File: config.mk
export PLATFORM = sky130hd
export DESIGN_NAME = cll_ctrl
export DESIGN_NICKNAME = d
export VERILOG_FILES = /design/src/rtl/cll_pkg.sv /design/src/rtl/cll_ctrl.sv
export VERILOG_INCLUDE_DIRS = /design/src /design/src/rtl
export SDC_FILE = /design/constraint.sdc
export NUM_CORES = 1
export LEC_CHECK = 0
export BUFFER_PORTS_ARGS = -buffer_cell sky130_fd_sc_hd__buf_2
export CAP_MARGIN = 20
export CORE_AREA = 2 2 39 41
export DETAILED_ROUTE_END_ITERATION = 8
export DIE_AREA = 0 0 41 43
export GPL_TIMING_DRIVEN = 0
export HOLD_SLACK_MARGIN = 0.05
export PLACE_DENSITY = 0.62
export SYNTH_ARGS = -nofsm -noshare
export SYNTH_HDL_FRONTEND = slang
export SYNTH_SLANG_ARGS = --single-unit
File: constraint.sdc
create_clock -name clock -period 2.6 [get_ports clock]
set_input_delay 0 -clock clock [delete_from_list [all_inputs] [get_ports clock]]
set_output_delay 0 -clock clock [all_outputs]
set_load 0.05 [all_outputs]
File: src/rtl/cursor_linked_list_engine_top_assert.svh
// Assertion helpers for the linked list engine. They expect clock and reset in scope.
`ifndef CURSOR_LINKED_LIST_ENGINE_TOP_ASSERT_SVH
`define CURSOR_LINKED_LIST_ENGINE_TOP_ASSERT_SVH

// Check that a condition holds at every edge outside reset.
`define CLL_CHECK(name, cond, msg) \
   name: assert property (@(posedge clock) disable iff (reset) (cond)) else $error(msg);

// Check that a condition holds in the cycle after a trigger.
`define CLL_CHECK_NEXT(name, ante, cons, msg) \
   name: assert property (@(posedge clock) disable iff (reset) (ante) |=> (cons)) \
      else $error(msg);

`endif

File: src/rtl/cll_pkg.sv
package cll_pkg;

   localparam int DEPTH_DEF      = 256;
   localparam int DATA_WIDTH_DEF = 32;

   localparam int CMD_W  = 4;
   localparam int ITEM_W = 32;
   localparam int POS_W  = 9;
   localparam int STAT_W = 2;

   localparam logic [CMD_W-1:0] CMD_CLEAR  = 4'd0;
   localparam logic [CMD_W-1:0] CMD_INSERT = 4'd1;
   localparam logic [CMD_W-1:0] CMD_APPEND = 4'd2;
   localparam logic [CMD_W-1:0] CMD_REMOVE = 4'd3;
   localparam logic [CMD_W-1:0] CMD_START  = 4'd4;
   localparam logic [CMD_W-1:0] CMD_END    = 4'd5;
   localparam logic [CMD_W-1:0] CMD_PREV   = 4'd6;
   localparam logic [CMD_W-1:0] CMD_NEXT   = 4'd7;
   localparam logic [CMD_W-1:0] CMD_MOVE   = 4'd8;
   localparam logic [CMD_W-1:0] CMD_GET    = 4'd9;
   localparam logic [CMD_W-1:0] CMD_QUERY  = 4'd10;

   localparam logic [STAT_W-1:0] ST_OK    = 2'd0;
   localparam logic [STAT_W-1:0] ST_EMPTY = 2'd1;
   localparam logic [STAT_W-1:0] ST_RANGE = 2'd2;
   localparam logic [STAT_W-1:0] ST_FULL  = 2'd3;

   typedef struct packed {
      logic [CMD_W-1:0]  command;
      logic [ITEM_W-1:0] item_value;
      logic [POS_W-1:0]  target_position;
   } req_type;

   typedef struct packed {
      logic [ITEM_W-1:0] read_value;
      logic [POS_W-1:0]  list_length;
      logic [POS_W-1:0]  cursor_position;
      logic [STAT_W-1:0] status;
   } rsp_type;

   typedef enum logic [3:0] {
      S_IDLE,
      S_DECODE,
      S_ALLOC,
      S_LINK1,
      S_LINK2,
      S_RD_AFTER,
      S_RD2,
      S_FREE,
      S_WALK,
      S_FINISH
   } state_type;

   typedef struct packed {
      state_type step;
      logic      accept;
      logic      load_rsp;
   } ctl_type;

   typedef struct packed {
      logic [CMD_W-1:0] cmd;
      logic             full;
      logic             cur_zero;
      logic             cur_tail;
      logic             pos_over;
      logic             pos_zero;
      logic             after_zero;
      logic             walk_done;
      logic             out_free;
   } stat_type;

endpackage

File: src/rtl/cll_ctrl.sv
`include "cursor_linked_list_engine_top_assert.svh"

module cll_ctrl (
   input  logic               clock,
   input  logic               reset,
   input  logic               req_valid,
   output logic               req_stall,
   input  cll_pkg::stat_type  stat,
   output cll_pkg::ctl_type   ctl
);

   cll_pkg::state_type state_ff;
   cll_pkg::state_type state_in;

   always_ff @(posedge clock) begin
      if (reset) begin
         state_ff <= cll_pkg::S_IDLE;
      end else begin
         state_ff <= state_in;
      end
   end

   always_comb begin
      state_in     = state_ff;
      ctl.step     = state_ff;
      ctl.accept   = 1'b0;
      ctl.load_rsp = 1'b0;
      req_stall    = (state_ff != cll_pkg::S_IDLE);
      unique case (state_ff)
         cll_pkg::S_IDLE: begin
            if (req_valid) begin
               ctl.accept = 1'b1;
               state_in   = cll_pkg::S_DECODE;
            end
         end
         cll_pkg::S_DECODE: begin
            unique case (stat.cmd)
               cll_pkg::CMD_INSERT, cll_pkg::CMD_APPEND: begin
                  state_in = stat.full ? cll_pkg::S_FINISH : cll_pkg::S_ALLOC;
               end
               cll_pkg::CMD_REMOVE, cll_pkg::CMD_GET: begin
                  state_in = cll_pkg::S_RD_AFTER;
               end
               cll_pkg::CMD_NEXT: begin
                  state_in = stat.cur_tail ? cll_pkg::S_FINISH : cll_pkg::S_RD_AFTER;
               end
               cll_pkg::CMD_PREV: begin
                  state_in = stat.cur_zero ? cll_pkg::S_FINISH : cll_pkg::S_WALK;
               end
               cll_pkg::CMD_MOVE: begin
                  state_in = (stat.pos_over || stat.pos_zero) ? cll_pkg::S_FINISH
                                                              : cll_pkg::S_WALK;
               end
               default: begin
                  state_in = cll_pkg::S_FINISH;
               end
            endcase
         end
         cll_pkg::S_ALLOC:  state_in = cll_pkg::S_LINK1;
         cll_pkg::S_LINK1:  state_in = cll_pkg::S_LINK2;
         cll_pkg::S_LINK2:  state_in = cll_pkg::S_FINISH;
         cll_pkg::S_RD_AFTER: begin
            if (stat.cmd == cll_pkg::CMD_NEXT || stat.after_zero) begin
               state_in = cll_pkg::S_FINISH;
            end else begin
               state_in = cll_pkg::S_RD2;
            end
         end
         cll_pkg::S_RD2: begin
            state_in = (stat.cmd == cll_pkg::CMD_REMOVE) ? cll_pkg::S_FREE
                                                         : cll_pkg::S_FINISH;
         end
         cll_pkg::S_FREE:   state_in = cll_pkg::S_FINISH;
         cll_pkg::S_WALK: begin
            if (stat.walk_done) begin
               state_in = cll_pkg::S_FINISH;
            end
         end
         cll_pkg::S_FINISH: begin
            if (stat.out_free) begin
               ctl.load_rsp = 1'b1;
               state_in     = cll_pkg::S_IDLE;
            end
         end
         default: begin
            state_in = cll_pkg::S_IDLE;
         end
      endcase
   end

   `CLL_CHECK_NEXT(a_accept_decode, ctl.accept, state_ff == cll_pkg::S_DECODE,
      "accepted request did not reach decode")
   `CLL_CHECK_NEXT(a_load_idle, ctl.load_rsp, state_ff == cll_pkg::S_IDLE,
      "controller busy after response load")

endmodule

; ---- Yosys cells after proc, flatten, opt, wreduce, memory -nomap -nowiden
; Index checks and enable logic that the tools add are counted.
[classes]
mux = 15
reduce_logical = 8
eq_ne = 19
[op_table]
columns = op, n
row1 = $pmux 4 s9, 1
row2 = $mux 4, 7
row3 = $eq 4x3->1 const B, 6
row4 = $pmux 4 s5, 1
row5 = $eq 4x2->1 const B, 4
row6 = $eq 4x4->1 const B, 4
row7 = $eq 4x1->1 const B, 2
row8 = $mux 1, 6
row9 = $ne 2x2->1 const B, 3
row10 = $reduce_or 2->1, 3
row11 = $logic_not 4->1, 1
row12 = $reduce_bool 4->1, 1
row13 = $reduce_and 3->1, 1
row14 = $logic_or 1x1->1, 2
[word_totals]
out_inout_bits = 7
register_bits = 4

; ---- Longest topological paths before layout
[depth]
word_depth = 4
depth_mapped = 5
depth_no_buf = 4

; ---- Least setup slack after synthesis
; Ideal clock, no wire load.
[synth_timing]
path_type = register -> output
from = register state_ff[3]
to = output ctl[0] (netlist name)
setup_slack_ps = -121
required_time_ps = 2600
n_path_buf = 1
arrival_time_ps = 2721
path_stages_with_launch = 4
path_cell_list = dfxtp_1 > clkbuf_1 > nand2_1 > nor4b_1
[synth_lines]
columns = element, line
row1 = "start, declared", cll_ctrl.sv:12  ; cll_pkg::state_type state_ff;
row2 = "start signal, assigned", cll_ctrl.sv:17  ; state_ff <= cll_pkg::S_IDLE;
row3 = "start signal, assigned", cll_ctrl.sv:19  ; state_ff <= state_in;
row4 = "end, declared", cll_ctrl.sv:9  ; output cll_pkg::ctl_type ctl

==> impl_metrics.py <==
metrics = {
    "global_routing": {
        "grt_overflow": 0,
        "grt_pass1_vias": 497,
        "gr-usage-all-layers_pct": 16.5,
        "grt_max_degree": 11,
        "grt_pass1_wl_um": 1950,
        "grt_antenna_before_repair": 0,
    },
    "yosys": {
        "ys_seq_area_share_pct": 17.3,
        "postSynthNetCount": 78,
        "synth_area_leaders": "dfxtp_1 (17%), nor2b_1 (5.4%), a311o_1 (4.3%), nand2_1 (4.1%), nand4_1 (4.1%)",
        "ys_ff_latch": 4,
        "avgSynthCellArea_um2": 7.35,
        "synth_most_common_cell": "nand2_1",
        "synth_area_um2": 463,
        "synth-edff-count": 0,
        "synthFlopType": "dfxtp_1",
        "ys_types": 35,
        "synth_cells": 63,
        "synthArstFlopShare_pct": 0,
        "synth_top_cell_by_area": "dfxtp_1",
        "yosysTopAreaCellShare_pct": 17.3,
        "synth_common_cells": "nand2_1 (5), dfxtp_1 (4), inv_1 (4), nor2b_1 (4)",
        "yosys_warnings": 0,
    },
    "cells_and_area": {
        "largest_reg_flops": 4,
        "top_register": "state_ff",
        "fill_cells": 153,
        "layout.nets": 103,
        "drive_gt1_share_pct": 30.2,
        "antenna_cells": 0,
        "syn_to_final_growth_pct": 33.2,
        "reg_top3": "state_ff (4)",
    },
    "hold_path": {
        "holdCritPathClass": "primary input to flip-flop",
        "min_to": "state_ff[0]",
        "hp-start": "stat[4]",
        "holdPathStages": 4,
    },
    "detailed_routing": {
        "num_vias": 562,
        "vias_per_cell": 5.51,
        "drt_first_pass_iters": 4,
        "wl_per_cell_um": 12.0,
        "drcViolationCount": 0,
        "wl_um": 1220,
        "drt_iter0_markers": 9,
        "ant_nets": 0,
    },
    "setup_path": {
        "crit_path_end_kind": "output port",
        "start_kind": "flip-flop",
        "r2r_slack_ns": 1.12,
        "r2r.worst_path.cells": 5,
        "max_stage_delay_ns": 0.41,
        "crit_required_ns": 2.60,
        "critPathKind": "flip-flop to output port",
        "path_max_fanout": 10,
        "slowest_stage": "or3_1",
        "timing.rr.start": "state_ff[2]",
        "arrival_ns": 1.78,
        "cp_cell_sequence": "clkbuf_1, or3_1, or2_2, nor2_1, buf_2",
        "reg2reg_to": "state_ff[3]",
        "critPathBufInv": 2,
        "cp_top_family": "simple AND/OR/NAND/NOR gates",
    },
    "clocking": {
        "path_clk_slew_ns": 0.04,
        "cts_buffers": 3,
        "postCtsHoldBufs": 1,
        "cts_setup_buffers": 0,
        "htreeDepth": 1,
        "cts-root-buf": "clkbuf_4",
        "cts_tree": "yes",
        "ctsResizeCount": 0,
        "clkSinkCount": 4,
        "clkLatencyLatePin_ns": 0.24,
        "clockBufferDepth": 2,
    },
    "floorplanning": {
        "pin_count": 22,
        "initial_core_util_pct": 33.5,
        "chipHeight_um": 43,
        "die_w_um": 41,
        "dieArea_um2": 1760,
        "rows": 14,
        "core-area_um2": 1380,
    },
    "sta": {
        "slew_headroom_pct": 70.4,
        "setup_tns_ns": 0,
        "min_period_over_period_pct": 68.4,
        "fin_worst_skew_ns": 0.00355,
        "max_clock_freq_ghz": 0.563,
        "hold_viol": 0,
        "worstMarginPinSlew_ns": 0.444,
        "period_needed_ns": 1.78,
        "slew_viol_final": 0,
        "grt_setup_unrepaired": "no",
        "setup_viol": 0,
    },
    "pwr": {
        "power.total_mw": 0.552,
        "ir_worst_vdd_v": 0.000285,
        "p_leak_nw": 0.254,
        "p_per_area_nw_per_um2": 895,
    },
    "placed_design": {
        "globalplace.congestion": 0.784,
        "hpwl_um": 969,
        "port_buffers": 19,
    },
    "status": {
        "status": "finished clean",
    },
    "job": {
        "drv_cap": 0,
    },
}
-- how the worst max path moves through the flow --
stage / startpoint / end / slack, ns / cells past startpoint
6_report: state_ff[2] / ctl[1] / 0.82 / 5
4_1_cts: state_ff[2] / ctl[1] / 0.82 / 5
3_5_place_dp: state_ff[2] / ctl[1] / 1.07 / 5
3_3_place_gp: state_ff[2] / ctl[1] / 1.08 / 5
5_1_grt: state_ff[2] / ctl[1] / 0.72 / 5
2_1_floorplan: state_ff[2] / ctl[1] / 0.41 / 4
-- report_power, final --
group,leakage (nW),switching (mW),internal [mW],total [mW]
clock network,0.0138,0.0264,0.0517,0.0781
registers,0.0327,0.0194,0.0797,0.0991
logic,0.207,0.255,0.120,0.375
-- area by class of cell --
class / count / area (um^2) / area share [%]
sequential: 4 / 80.1 / 13.0
clock buffer: 3 / 22.5 / 3.65
inverter: 4 / 15.0 / 2.43
tap: 16 / 20.0 / 3.25
timing repair buffer: 20 / 105 / 17.0
buffer: 5 / 26.3 / 4.26
multi-input combinational: 50 / 348 / 56.4
-- worst register-to-register path, stage by stage, from the launching register on --
cell,delay (ns)
dfxtp_1,0.29
clkbuf_1,0.21
or3_1,0.41
o22ai_1,0.16
o311ai_0,0.15
o211ai_1,0.18
-- per-stage QoR --
step | std cells | utilization (%) | hold WS [ns] | instance area [um^2] | setup WS (ns)
floorplan | 63 | - | 0.0780 | 469 | 0.406
global placement | 98 | 42.2 | 0.231 | 584 | 1.08
detailed placement | 98 | 42.2 | 0.230 | 584 | 1.07
CTS | 102 | 44.6 | 0.113 | 617 | 0.818
global route | 102 | 44.6 | 0.142 | 617 | 0.722
finish | 102 | 44.6 | 0.124 | 617 | 0.823
-- logic make-up after synthesis --
group	synth area share, %
xor gates and xnor gates	3.78
buffers and inverters	8.92
DFF	17.3
AOI/OAI and AO/OA	27.0
and+or+nand+nor	40.8
muxes	2.16
-- layer usage --
layer  track usage, %  part of all wire [%]  up-vias
met2             24.7                    44       23
met1             19.6                    44      245
met3             1.57                   8.9        4
li1                 -                     -      290
met4             14.7                   3.1        0
met5                0                     0        -
-- layout by cell type (no fill, tap or decap), drive strengths merged, types with 3 or more instances in the layout --
master and instances:
nand2 5, nor2b 4, nand4 3, buf 21, o21ai 3, dfxtp 4
inv 4, nand3 3, clkbuf 6
No activity file was read; power rests on OpenSTA's default activity.
